**src/rtl/smooth_vertex_normals_top_macros.svh**
```systemverilog
// ---------------------------------------------------------------------------
// Assertion macros for the smooth vertex normal unit
// Each macro checks one implication on clk. The check is off while rst_n is low.
// ---------------------------------------------------------------------------
`ifndef SMOOTH_VERTEX_NORMALS_TOP_MACROS_SVH
`define SMOOTH_VERTEX_NORMALS_TOP_MACROS_SVH

`ifndef NO_ASSERTIONS
// same-cycle implication
`define SVN_ASSERT_NOW(lbl, ante, cons, msg) \
  lbl: assert property (@(posedge clk) disable iff (!rst_n) (ante) |-> (cons)) \
    else $error(msg);
// next-cycle implication
`define SVN_ASSERT_NEXT(lbl, ante, cons, msg) \
  lbl: assert property (@(posedge clk) disable iff (!rst_n) (ante) |=> (cons)) \
    else $error(msg);
`else
`define SVN_ASSERT_NOW(lbl, ante, cons, msg)
`define SVN_ASSERT_NEXT(lbl, ante, cons, msg)
`endif

`endif

```
**src/rtl/svn_pkg.sv**
```systemverilog
// ---------------------------------------------------------------------------
// svn_pkg
// Commands, field widths and arithmetic widths for the vertex normal unit.
// ---------------------------------------------------------------------------
package svn_pkg;

  typedef enum logic [1:0] {
    CMD_LOAD = 2'd0,
    CMD_TRI  = 2'd1,
    CMD_READ = 2'd2
  } cmd_t;

  localparam int IDX_W  = 6;   // vertex index field
  localparam int POS_W  = 16;  // Q7.8 coordinate
  localparam int UNIT_W = 16;  // Q1.14 output component
  localparam int ACC_W  = 24;  // accumulator component
  localparam int EDGE_W = POS_W + 1;
  localparam int VEC_W  = 36;  // cross product / vector component
  localparam int MAG_W  = 36;
  localparam int MUL_W  = 32;
  localparam int LEN2_W = 64;
  localparam int ROOT_W = 32;
  localparam int REM_W  = 48;
  localparam int QUO_W  = 16;
  localparam int QI_W   = 4;

  localparam logic [QUO_W-1:0] UNIT_ONE = 16'd16384;

endpackage

```
**src/rtl/svn_isqrt.sv**
```systemverilog
// ---------------------------------------------------------------------------
// svn_isqrt
// Integer square root of a 64-bit value, two radicand bits per cycle.
// ---------------------------------------------------------------------------
module svn_isqrt (
  input  logic                            clk,
  input  logic                            rst_n,
  input  logic                            start,
  input  logic [svn_pkg::LEN2_W-1:0]      radicand,
  output logic                            done,
  output logic [svn_pkg::ROOT_W-1:0]      root
);

  localparam int W = svn_pkg::LEN2_W;

  logic         busy_r;
  logic         done_r;
  logic [W-1:0] v_r;
  logic [W-1:0] res_r;
  logic [W-1:0] bit_r;
  logic [W-1:0] trial;
  logic         ge;

  assign trial = res_r + bit_r;
  assign ge    = (v_r >= trial);

  always_ff @(posedge clk) begin
    if (!rst_n) begin
      busy_r <= 1'b0;
      done_r <= 1'b0;
    end else begin
      done_r <= busy_r && bit_r[0];
      if (start) begin
        busy_r <= 1'b1;
      end else if (busy_r && bit_r[0]) begin
        busy_r <= 1'b0;
      end
    end
  end

  always_ff @(posedge clk) begin
    if (start) begin
      v_r   <= radicand;
      res_r <= '0;
      bit_r <= W'(1) << (W - 2);
    end else if (busy_r) begin
      if (ge) begin
        v_r   <= v_r - trial;
        res_r <= (res_r >> 1) + bit_r;
      end else begin
        res_r <= res_r >> 1;
      end
      bit_r <= bit_r >> 2;
    end
  end

  assign done = done_r;
  assign root = res_r[svn_pkg::ROOT_W-1:0];

endmodule

```
**config.mk**
```make
export PLATFORM = sky130hd
export DESIGN_NAME = svn_isqrt
export DESIGN_NICKNAME = d
export VERILOG_FILES = /design/src/rtl/smooth_vertex_normals_top_macros.svh /design/src/rtl/svn_pkg.sv /design/src/rtl/svn_isqrt.sv
export SDC_FILE = /design/constraint.sdc
export NUM_CORES = 1
export LEC_CHECK = 0
export BUFFER_PORTS_ARGS = -buffer_cell sky130_fd_sc_hd__clkbuf_2
export CORE_MARGIN = 2
export CORE_UTILIZATION = 59
export CTS_CLUSTER_SIZE = 10
export DETAILED_ROUTE_END_ITERATION = 16
export PLACE_DENSITY = 0.74
export RECOVER_POWER = 25
export SYNTH_ARGS = -nofsm -noshare
export SYNTH_HDL_FRONTEND = slang
export SYNTH_SLANG_ARGS = --single-unit
```
**constraint.sdc**
```tcl
create_clock -name clk -period 9.65 [get_ports clk]
set_input_delay 0.965 -clock clk [delete_from_list [all_inputs] [get_ports clk]]
set_output_delay 0.965 -clock clk [all_outputs]
set_load 0.03 [all_outputs]
```
==> impl_results.rst, run 1 <==
.. list-table::
   :header-rows: 1

   * - Metric
     - Value
   * - DRC violations left
     - 0
   * - Avg Inst Size Synth
     - 7.76 µm²
   * - Area after DPL
     - 15600 µm²
   * - Number of buffer and inverter instances along the worst setup path
     - 2
   * - Number of levels the H-tree was split into
     - 4
   * - Critical path startpoint category
     - flop
   * - Number of global-route vias before repair
     - 13400
   * - Power per cell area
     - 282 nW/µm²
   * - Number of antenna violations at the first check in global routing
     - 0
   * - CP max FO
     - 53
   * - Fillcell total
     - 2352
   * - Dominant delay contributor by cell family on the critical path
     - compound AO/OA/AOI/OAI gates
   * - Share of the synthesized netlist area taken by xor and xnor gates
     - 0.0897
   * - Data arrival, critical path
     - 7680 ps
   * - Clock slew at the register clock pins of the worst setup and hold paths
     - 80 ps
   * - Number of hold buffers added after CTS
     - 0
   * - Fraction of the mapped netlist area in compound gates
     - 0.268
   * - Area share of and/or/nand/nor cells after synthesis
     - 0.197
   * - Die W
     - 165 µm
   * - Leading cell type in the layout, fill and taps excluded
     - sky130_fd_sc_hd__nand2_1
   * - Number of antenna cells inserted
     - 0
   * - Initial standard-cell utilization of the core
     - 0.595
   * - Hold violation total from the final report
     - 0
   * - Upper clock frequency limit
     - 132 MHz
   * - Number of core rows
     - 59
   * - Final HPWL from detailed placement
     - 34400 µm
   * - Synthesis-stage register bit count
     - 162
   * - Worst hold-check path type
     - flop to flop
   * - Mux contribution to synthesized area
     - 0.0298
   * - Status
     - finished with violations
   * - Post-route antenna net violation count
     - 0
   * - Number of different library cells in the post-synthesis netlist
     - 82
   * - CTS-repair resized insts
     - 0
   * - Slew @ Worst Pin
     - 3470 ps
   * - Combinational family with the most area after synthesis
     - compound AO/OA/AOI/OAI gates
   * - Most used cells in the layout excluding fill and tap cells
     - sky130_fd_sc_hd__nand2_1 (228), sky130_fd_sc_hd__nor2_1 (218), sky130_fd_sc_hd__o21ai_0 (166)
   * - Pin count of the biggest net entering global routing
     - 80
   * - Delay of the slowest critical-path stage
     - 860 ps
   * - Io pins
     - 100
   * - Required time at the endpoint of the critical path
     - 9730 ps
   * - Adder and majority gate portion of the synthesized area
     - 0.107
   * - Routability congestion estimate
     - 1.03
   * - Final count of negative-setup-slack endpoints
     - 0
   * - Post-synthesis instance total
     - 1976
   * - Proportion of synthesized chip area in sequential cells
     - 0.253
   * - Number of setup buffers added after CTS
     - 0
   * - Final Cycle Share
     - 0.788
   * - Number of nets in the layout
     - 2157
   * - Critical-path top delay cell
     - sky130_fd_sc_hd__nand2_2
   * - Final period demand of the worst path
     - 7600 ps
   * - Final TNS setup
     - 0 ps
   * - Final count of pins violating max slew
     - 281
   * - GR Overflow Total
     - 0
   * - Core area
     - 25800 µm²
   * - Number of DRC violations after detailed-routing iteration 0
     - 1541
   * - CP Class
     - flop to flop
   * - Wire length of the first global-routing pass
     - 71800 µm
   * - RSZ-0062 raised after global routing
     - false
   * - Number of max-cap violations
     - 4
   * - Slew headroom
     - -1.32
   * - Via-to-Cell Ratio
     - 6.45
   * - Crit path cell chain
     - ha_1, a21oi_1, o21bai_1, a41o_1, a41o_1, a32oi_1, a21o_1, o21a_1, o21bai_1, a31oi_1, xor2_1, ha_1, nand4_1, nor4_1, nand3_1, a21oi_2, or2_1, buf_4, nand2_1, nand2_2, buf_4
   * - Yosys warnings
     - 0
   * - Leak pwr
     - 6.09 nW
   * - Die height
     - 165 µm
   * - Peak VDD IR
     - 0.000156 V
   * - Cell area after synthesis
     - 15300 µm²
   * - Summed area of non-filler cells in the final layout
     - 16100 µm²
   * - Number of buffers between clock root and the deepest sink
     - 2
   * - Synthesized net count
     - 2174
   * - Layout cells sized above 1
     - 0.0801
   * - Overall via count from detail_route
     - 14900
   * - P&R area growth vs syn
     - 5.16%
   * - Worst Skew
     - 14.1 ps
   * - GRT Util Overall
     - 0.335
   * - Critical path capture point type
     - flop
   * - Number of flops mapped to enable cells by yosys
     - 64
   * - Count of port buffers added during placement
     - 99
   * - Routed Wire Length
     - 45500 µm
   * - Top FF cell, synth
     - sky130_fd_sc_hd__dfxtp_1
   * - Area of the die
     - 27300 µm²
   * - Detailed-routing iteration count for the pre-antenna-repair pass
     - 6
   * - Total clock buffers created by CTS
     - 17
   * - Clock Latency Late Sink
     - 450 ps
   * - Share of flip-flops with an asynchronous set or reset
     - 0
   * - Routed WL per cell
     - 19.7 µm
   * - CTS root buf
     - sky130_fd_sc_hd__clkbuf_16
   * - CTS tree
     - built
   * - Count of clock tree sinks
     - 162
   * - Violated checks
     - max-capacitance violations, max-slew violations
## synthesized netlist by cell type (17+ instances only)
| master | number | area share |
|---|---|---|
| sky130_fd_sc_hd__ha_1 | 130 | 0.11 |
| sky130_fd_sc_hd__a21oi_1 | 124 | 0.040 |
| sky130_fd_sc_hd__nand4_1 | 50 | 0.020 |
| sky130_fd_sc_hd__o21ai_0 | 166 | 0.054 |
| sky130_fd_sc_hd__buf_4 | 32 | 0.016 |
| sky130_fd_sc_hd__edfxtp_1 | 64 | 0.13 |
| sky130_fd_sc_hd__inv_1 | 38 | 0.0093 |
| sky130_fd_sc_hd__a31oi_1 | 62 | 0.025 |
| sky130_fd_sc_hd__nand2_1 | 229 | 0.056 |
| sky130_fd_sc_hd__dfxtp_1 | 98 | 0.13 |
| sky130_fd_sc_hd__a21o_1 | 51 | 0.025 |
| sky130_fd_sc_hd__o21bai_1 | 25 | 0.012 |
| sky130_fd_sc_hd__a211oi_1 | 44 | 0.022 |
| sky130_fd_sc_hd__nor3_1 | 39 | 0.013 |
| sky130_fd_sc_hd__nor2_1 | 219 | 0.054 |
| sky130_fd_sc_hd__xnor2_1 | 85 | 0.049 |
| sky130_fd_sc_hd__buf_2 | 17 | 0.0055 |
| sky130_fd_sc_hd__nand3_1 | 45 | 0.015 |
| sky130_fd_sc_hd__mux2i_1 | 40 | 0.026 |
| sky130_fd_sc_hd__xor2_1 | 72 | 0.041 |
| sky130_fd_sc_hd__clkbuf_1 | 85 | 0.021 |
## layer usage
layer | GRT usage | wire length, µm | vias to the layer above
met2 | 0.479 | 18600 | 671
met1 | 0.509 | 21600 | 6918
met3 | 0.0532 | 4120 | 73
li1 | - | - | 7216
met5 | 0 | 0 | -
met4 | 0.110 | 1210 | 0
## layout make-up
type | instances | area, µm² | area share
sequential | 162 | 3880 | 0.241
tap | 335 | 419 | 0.0260
multi-input combinational | 1633 | 10600 | 0.658
timing repair buffer | 106 | 505 | 0.0313
clock buffer | 18 | 429 | 0.0266
clock inverter | 14 | 124 | 0.00768
inverter | 39 | 146 | 0.00908
## logic make-up (layout without fill, tap and decap cells)
logic type / Yosys count / count (layout)
AND/OR/NAND/NOR: 674 / 674
adder cells (fa/ha/maj): 131 / 131
XOR/XNOR: 157 / 157
buffers and inverters: 181 / 177
multiplexers: 45 / 45
flip-flops: 162 / 162
AO/OA/AOI/OAI: 626 / 626
## registers in the layout (all words and copies together) (netlist names)
name / cells
bit_r: 32
busy_r: 1
done: 1
res_r: 64
v_r: 64
## through the flow
stage	utilization	total power (W)	instances	setup slack (ps)	hold slack (ps)
6_report	0.626	0.00454	2307	2050	516
5_1_grt	0.626	0.00489	2307	1560	561
4_1_cts	0.628	0.00450	2307	2300	513
3_5_place_dp	0.606	0.00382	2275	2330	505
3_3_place_gp	0.606	0.00381	2275	2600	492
2_1_floorplan	-	0.00323	1976	3620	478
## report_power, final
group / total, W / switching [W] / leakage, nW / internal, W
clock: 0.000667 / 0.000329 / 0.266 / 0.000338
sequential: 0.00113 / 0.000171 / 1.44 / 0.000960
combinational: 0.00274 / 0.00171 / 4.38 / 0.00103
total: 0.00454 / 0.00221 / 6.09 / 0.00233
## worst reg2reg max path: stages (launching register included)
cell and delay [ps]:
sky130_fd_sc_hd__dfxtp_1 510, sky130_fd_sc_hd__ha_1 330, sky130_fd_sc_hd__a21oi_1 240, sky130_fd_sc_hd__o21bai_1 120
sky130_fd_sc_hd__a41o_1 320, sky130_fd_sc_hd__a41o_1 350, sky130_fd_sc_hd__a32oi_1 380, sky130_fd_sc_hd__a21o_1 210
sky130_fd_sc_hd__o21a_1 210, sky130_fd_sc_hd__o21bai_1 150, sky130_fd_sc_hd__a31oi_1 260, sky130_fd_sc_hd__xor2_1 130
sky130_fd_sc_hd__ha_1 440, sky130_fd_sc_hd__nand4_1 220, sky130_fd_sc_hd__nor4_1 520, sky130_fd_sc_hd__nand3_1 170
sky130_fd_sc_hd__a21oi_2 270, sky130_fd_sc_hd__or2_1 150, sky130_fd_sc_hd__buf_4 500, sky130_fd_sc_hd__nand2_1 280
sky130_fd_sc_hd__nand2_2 860, sky130_fd_sc_hd__buf_4 590
## worst paths after layout
| path | depth (start not counted) | to | slack [ps] | start |
|---|---|---|---|---|
| setup / recovery | 21 | v_r[62] | 2050 | res_r[4] |
| hold / removal | 2 | res_r[0] | 520 | res_r[0] |
| setup reg to reg | 21 | v_r[62] | 2050 | res_r[4] |
| hold reg to reg | 2 | res_r[0] | 520 | res_r[0] |
Power figures use the tool's default switching activity.
==> inputs of run 2 (changes only) <==
- clock period: 9.65 -> 8 ns (I/O delays scaled with it)
==> run 2 against run 1 <==
Against the previous run: the flow still finishes with violations (max-capacitance violations, max-slew violations); design area rose by 0.32%; total power rose by 22%; clock skew rose by 1.8 ps; non-clock buffer count increased by 1; global-route usage shrank 0.72 points; first-iteration DRC count is 1.6% higher; clock power is 28% higher; via count increased by 0.75%; critical path depth decreased by 1; largest power group unchanged; highest routed layer unchanged.
==> impl_results.rst, run 2 (synthesized netlist as in run 1, its figures left out) <==
.. list-table::
   :header-rows: 1

   * - Metric
     - Value
   * - Pin count of the biggest net entering global routing
     - 81 (+1.3%)
   * - Count of clock tree sinks
     - 162 (unchanged)
   * - Util after Layout
     - 0.628 (+0.00199)
   * - Status
     - finished with violations
   * - Final period demand of the worst path
     - 6970 ps (-630 ps)
   * - Most used cells in the layout excluding fill and tap cells
     - sky130_fd_sc_hd__nand2_1 (228), sky130_fd_sc_hd__nor2_1 (218), sky130_fd_sc_hd__o21ai_0 (166)
   * - Final count of pins violating max slew
     - 142 (-49%)
   * - Total chip power
     - 0.00552 W (+22%)
   * - Wire length of the first global-routing pass
     - 70600 µm (-1.7%)
   * - Number of levels the H-tree was split into
     - 4 (unchanged)
   * - Area after DPL
     - 15600 µm² (about the same)
   * - Upper clock frequency limit
     - 143 MHz (+9.0%)
   * - Required time at the endpoint of the critical path
     - 8100 ps (-1630 ps)
   * - Hold violation total from the final report
     - 0 (unchanged)
   * - Worst hold slack after final layout
     - 544 ps (+27.9 ps)
   * - Violated checks
     - max-capacitance violations, max-slew violations
   * - Final HPWL from detailed placement
     - 33800 µm (-1.6%)
   * - Total clock buffers created by CTS
     - 17 (unchanged)
   * - Detailed-routing iteration count for the pre-antenna-repair pass
     - 6 (unchanged)
   * - Summed area of non-filler cells in the final layout
     - 16200 µm² (+0.32%)
   * - Number of setup buffers added after CTS
     - 0 (unchanged)
   * - Leading cell type in the layout, fill and taps excluded
     - sky130_fd_sc_hd__nand2_1
   * - Number of nets in the layout
     - 2158 (+0.046%)
   * - Power per cell area
     - 341 nW/µm² (+21%)
   * - Final Cycle Share
     - 0.872 (+0.0837)
   * - Initial standard-cell utilization of the core
     - 0.595 (unchanged)
   * - Number of antenna violations at the first check in global routing
     - 0 (unchanged)
   * - Worst Skew
     - 15.9 ps (+1.80 ps)
   * - Final TNS setup
     - 0 ps (unchanged)
   * - Critical path startpoint category
     - flop
   * - Setup slack on the worst flop-to-flop path
     - 1030 ps (-1020 ps)
   * - Number of antenna cells inserted
     - 0 (unchanged)
   * - CTS tree
     - built
   * - Leak pwr
     - 6.12 nW (+0.40%)
   * - Clock Latency Late Sink
     - 450 ps (about the same)
   * - CP Class
     - flop to flop
   * - Area of the die
     - 27300 µm² (unchanged)
   * - Die W
     - 165 µm (unchanged)
   * - Data arrival, critical path
     - 7070 ps (-610 ps)
   * - Number of hold buffers added after CTS
     - 0 (unchanged)
   * - Number of DRC violations after detailed-routing iteration 0
     - 1565 (+1.6%)
   * - FF-to-FF path depth
     - 20 (-4.8%)
   * - Final count of negative-setup-slack endpoints
     - 0 (unchanged)
   * - P&R area growth vs syn
     - 5.49%
   * - Via-to-Cell Ratio
     - 6.49 (+0.70%)
   * - CTS root buf
     - sky130_fd_sc_hd__clkbuf_16
   * - Number of buffers between clock root and the deepest sink
     - 2 (unchanged)
   * - Number of max-cap violations
     - 2 (-2)
   * - GRT Util Overall
     - 0.328 (-0.00723)
   * - CTS-repair resized insts
     - 0 (unchanged)
   * - Count of port buffers added during placement
     - 99 (unchanged)
   * - Slew @ Worst Pin
     - 3080 ps (-399 ps)
   * - DRC violations left
     - 0 (unchanged)
   * - Routed WL per cell
     - 19.3 µm (-2.0%)
   * - Io pins
     - 100 (unchanged)
   * - Regs by FF count
     - res_r (64), v_r (64), bit_r (32)
   * - Core area
     - 25800 µm² (unchanged)
   * - CP max FO
     - 33 (-38%)
   * - RSZ-0062 raised after global routing
     - false
   * - Hold depth
     - 2 (unchanged)
   * - Layout cells sized above 1
     - 0.0796 (-0.000547)
   * - Critical path capture point type
     - flop
   * - Peak VDD IR
     - 0.000198 V (+27%)
   * - Number of global-route vias before repair
     - 13200 (-1.7%)
   * - Post-route antenna net violation count
     - 0 (unchanged)
   * - GR Overflow Total
     - 0 (unchanged)
   * - Clock slew at the register clock pins of the worst setup and hold paths
     - 80 ps (about the same)
   * - Slew headroom
     - -1.05 (+0.266)
   * - Number of core rows
     - 59 (unchanged)
   * - Overall via count from detail_route
     - 15000 (+0.75%)
   * - Routability congestion estimate
     - 0.964 (-6.1%)
   * - Routed Wire Length
     - 44600 µm (-1.9%)
   * - Worst hold-check path type
     - flop to flop
   * - Die height
     - 165 µm (unchanged)
run 2: cell type report:
cell class / instances / area (µm²)
timing repair buffer: 107 / 517
clock buffer: 19 / 475
multi-input combinational: 1633 / 10600
inverter: 39 / 146
tap: 335 / 419
clock inverter: 13 / 118
fill: 2317 / 9590
sequential: 162 / 3880
run 2: stage by stage:
stage / instances / setup slack, ps
after CTS: 2308 / 1320
after detailed placement: 2276 / 1350
after global routing: 2308 / 553
after floorplan: 1976 / 1970
after global placement: 2276 / 1520
final: 2308 / 1030
run 2: path summary, 6_finish.rpt:
check	from	to
hold reg to reg	res_r[0]	res_r[0]
setup reg to reg	res_r[4]	v_r[42]
hold / removal	res_r[0]	res_r[0]
setup / recovery	res_r[4]	v_r[42]
run 2: metal layers:
metal  part of all wire  up-vias  GRT usage
li1                   -     7211          -
met1               0.48     7026      0.511
met2               0.42      700      0.480
met3              0.088       52     0.0395
met4              0.016        0     0.0715
met5                  0        -          0
run 2: where the power goes:
part | switching [W] | internal (W) | leakage (nW) | total [W]
Clock | 0.000405 | 0.000447 | 0.297 | 0.000852
Sequential | 0.000209 | 0.00116 | 1.44 | 0.00137
Combinational | 0.00206 | 0.00125 | 4.38 | 0.00330
Total | 0.00267 | 0.00285 | 6.12 | 0.00552
run 2: critical path, stage by stage, from the launching register on:
cell                       delay (ps)
sky130_fd_sc_hd__dfxtp_1          500
sky130_fd_sc_hd__ha_1             320
sky130_fd_sc_hd__a21oi_1          240
sky130_fd_sc_hd__o21bai_1         130
sky130_fd_sc_hd__a41o_1           330
sky130_fd_sc_hd__a41o_1           360
sky130_fd_sc_hd__a32oi_1          370
sky130_fd_sc_hd__a21o_1           210
sky130_fd_sc_hd__o21a_1           210
sky130_fd_sc_hd__o21bai_1         140
sky130_fd_sc_hd__a31oi_1          250
sky130_fd_sc_hd__xor2_1           120
sky130_fd_sc_hd__ha_1             430
sky130_fd_sc_hd__nand4_1          200
sky130_fd_sc_hd__nor4_1           510
sky130_fd_sc_hd__nand3_1          160
sky130_fd_sc_hd__a21oi_2          290
sky130_fd_sc_hd__or2_1            180
sky130_fd_sc_hd__nand2_1          190
sky130_fd_sc_hd__nand2_2          960
sky130_fd_sc_hd__buf_4            500
==> inputs of run 3 (changes only) <==
==> constraint.sdc (replaced) <==
create_clock -name clk -period 8 [get_ports clk]
set_input_delay 0.8 -clock clk [delete_from_list [all_inputs] [get_ports clk]]
set_output_delay 0.8 -clock clk [all_outputs]
set_load 0.1 [all_outputs]
==> run 3 against run 2 <==
Against the previous run: the run still ends with max-capacitance violations, max-slew violations left; register-to-register slack is essentially flat; fmax about the same; global-route usage is the same; largest cell class unchanged; largest power group unchanged; highest routed layer unchanged.
==> impl_results.rst, run 3 (synthesized netlist as in run 1, its figures left out) <==
.. list-table::
   :header-rows: 1

   * - Metric
     - Value
   * - Overall via count from detail_route
     - 14900 (-0.41%)
   * - Worst Skew
     - 15.4 ps (-0.496 ps)
   * - Die W
     - 165 µm (unchanged)
   * - Worst hold slack after final layout
     - 544 ps (-0.0730 ps)
   * - Delay of the slowest critical-path stage
     - 960 ps (about the same)
   * - Number of max-cap violations
     - 4 (+2)
   * - Number of antenna violations at the first check in global routing
     - 0 (unchanged)
   * - Critical path capture point type
     - flop
   * - Crit path cell chain
     - ha_1, ha_1, a211oi_1, nor4_1, o211ai_1, nand3_1, a21oi_1, o21ai_0, a41oi_1, o21ai_0, xnor2_1, ha_1, nand4_1, nor4_1, nand3_1, a21oi_2, or2_1, nand2_1, nand2_2, buf_4
   * - Most used cells in the layout excluding fill and tap cells
     - sky130_fd_sc_hd__nand2_1 (228), sky130_fd_sc_hd__nor2_1 (218), sky130_fd_sc_hd__o21ai_0 (166)
   * - Summed area of non-filler cells in the final layout
     - 16200 µm² (about the same)
   * - Critical-path top delay cell
     - sky130_fd_sc_hd__nand2_2
   * - Final count of negative-setup-slack endpoints
     - 0 (unchanged)
   * - Most common cell on crit path
     - sky130_fd_sc_hd__ha_1
   * - Setup slack on the worst flop-to-flop path
     - 1030 ps (about the same)
   * - Final period demand of the worst path
     - 6970 ps (-1.00 ps)
   * - Leading cell type in the layout, fill and taps excluded
     - sky130_fd_sc_hd__nand2_1
   * - Detailed-routing iteration count for the pre-antenna-repair pass
     - 8 (+2)
   * - Total clock buffers created by CTS
     - 17 (unchanged)
   * - Net load switching power
     - 0.00281 W (+5.2%)
   * - Worst hold-check path type
     - flop to flop
   * - GR Overflow Total
     - 0 (unchanged)
   * - Area after DPL
     - 15600 µm² (unchanged)
   * - Leak pwr
     - 6.12 nW (+0.13%)
   * - Io pins
     - 100 (unchanged)
   * - Wire length of the first global-routing pass
     - 70600 µm (unchanged)
   * - GRT Util Overall
     - 0.328 (unchanged)
   * - Switching Fraction
     - 0.497 (+0.0126)
   * - CP max FO
     - 33 (unchanged)
   * - Final count of pins violating max slew
     - 274 (+93%)
   * - Number of DRC violations after detailed-routing iteration 0
     - 1644 (+5.0%)
   * - Count of clock tree sinks
     - 162 (unchanged)
   * - Routed Wire Length
     - 44800 µm (+0.29%)
   * - Internal cell power
     - 0.00285 W (about the same)
   * - Via-to-Cell Ratio
     - 6.47 (-0.41%)
   * - Slew @ Worst Pin
     - 3100 ps (+28.7 ps)
   * - Regs by FF count
     - res_r (64), v_r (64), bit_r (32)
   * - Number of antenna cells inserted
     - 0 (unchanged)
   * - Fillcell total
     - 2322 (+0.22%)
   * - Final HPWL from detailed placement
     - 33800 µm (unchanged)
   * - Number of buffers between clock root and the deepest sink
     - 2 (unchanged)
   * - Final critical-path setup slack
     - 1030 ps (+1.00 ps)
   * - P&R area growth vs syn
     - 5.44% (about the same)
   * - Post-route antenna net violation count
     - 0 (unchanged)
   * - Final Cycle Share
     - 0.871 (about the same)
   * - Count of port buffers added during placement
     - 99 (unchanged)
   * - RSZ-0062 raised after global routing
     - false
   * - Portion of total power attributed to combinational logic
     - 0.608 (+0.010)
   * - Status
     - finished with violations
   * - Core area
     - 25800 µm² (unchanged)
   * - CTS root buf
     - sky130_fd_sc_hd__clkbuf_16
   * - Clock slew at the register clock pins of the worst setup and hold paths
     - 80 ps (about the same)
   * - Required time at the endpoint of the critical path
     - 8100 ps (about the same)
   * - Pin count of the biggest net entering global routing
     - 81 (unchanged)
   * - Number of hold buffers added after CTS
     - 0 (unchanged)
   * - Violated checks
     - max-capacitance violations, max-slew violations
   * - CTS tree
     - built
   * - Slew headroom
     - -1.07 (-0.0192)
   * - CP Class
     - flop to flop
   * - Power per cell area
     - 350 nW/µm² (+2.6%)
   * - Post-Place Setup Slack
     - 1350 ps (unchanged)
   * - Hold violation total from the final report
     - 0 (unchanged)
   * - Routability congestion estimate
     - 0.964 (unchanged)
   * - Data arrival, critical path
     - 7070 ps (about the same)
   * - Number of setup buffers added after CTS
     - 0 (unchanged)
   * - Number of core rows
     - 59 (unchanged)
   * - Sequential share of power
     - 0.241 (-0.006)
   * - Relative contribution of the clock network to total power
     - 0.151 (-0.003)
   * - Initial standard-cell utilization of the core
     - 0.595 (unchanged)
   * - Upper clock frequency limit
     - 143 MHz (about the same)
   * - CTS-repair resized insts
     - 0 (unchanged)
   * - Layout cells sized above 1
     - 0.0811 (+0.00152)
   * - Die height
     - 165 µm (unchanged)
   * - DRC violations left
     - 0 (unchanged)
   * - Number of levels the H-tree was split into
     - 4 (unchanged)
   * - Critical path startpoint category
     - flop
   * - Area of the die
     - 27300 µm² (unchanged)
   * - Number of global-route vias before repair
     - 13200 (unchanged)
   * - Clock Latency Late Sink
     - 450 ps (about the same)
   * - Peak VDD IR
     - 0.000197 V (-0.33%)
   * - Final TNS setup
     - 0 ps (unchanged)
   * - Routed WL per cell
     - 19.4 µm (+0.29%)
   * - Number of nets in the layout
     - 2158 (unchanged)
==> run 3: layer usage <==
metal,global-route usage,vias up,part of all wire,wire length [µm]
met5,0,-,0,0
met4,0.0715,0,0.016,695
met3,0.0395,54,0.084,3780
met2,0.480,684,0.42,18700
met1,0.511,6974,0.48,21600
li1,-,7216,-,-
==> run 3: per-stage QoR <==
| step | std cells | util | total power [W] |
|---|---|---|---|
| floorplan | 1976 | - | 0.00404 |
| global placement | 2276 | 0.607 | 0.00469 |
| detailed placement | 2276 | 0.607 | 0.00473 |
| CTS | 2308 | 0.630 | 0.00559 |
| global route | 2308 | 0.628 | 0.00606 |
| finish | 2308 | 0.628 | 0.00566 |
==> run 3: worst paths after layout <==
check                               from       end  depth (start not counted)
worst max-delay path            bit_r[0]   v_r[42]                         20
worst min-delay path            res_r[0]  res_r[0]                          2
worst max register to register  bit_r[0]   v_r[42]                         20
worst min register to register  res_r[0]  res_r[0]                          2
==> run 3: critical path, delay by kind of cell (launching register included) <==
family	cells	cell delay (ps)
adders and majority gates	3	860
xor gates and xnor gates	1	130
DFF	1	400
AOI/OAI and AO/OA	7	1630
buffers and inverters	1	500
and+or+nand+nor	8	3070
==> run 3: layout make-up <==
class / instances / area (µm²) / area share
Timing Repair Buffer: 107 / 509 / 0.0315
Clock buffer: 19 / 475 / 0.0294
Tap cell: 335 / 419 / 0.0259
Clock inverter: 13 / 118 / 0.00727
Inverter: 39 / 146 / 0.00905
Multi-Input combinational cell: 1633 / 10600 / 0.657
Sequential cell: 162 / 3880 / 0.240
==> run 3: power groups by stage <==
stage	clock, W	sequential (W)	combinational (W)
finish	0.000853	0.00137	0.00344
global route	0.000887	0.00139	0.00379
CTS	0.000855	0.00136	0.00338
detailed placement	0	0.00138	0.00335
global placement	0	0.00137	0.00331
floorplan	0	0.00127	0.00277
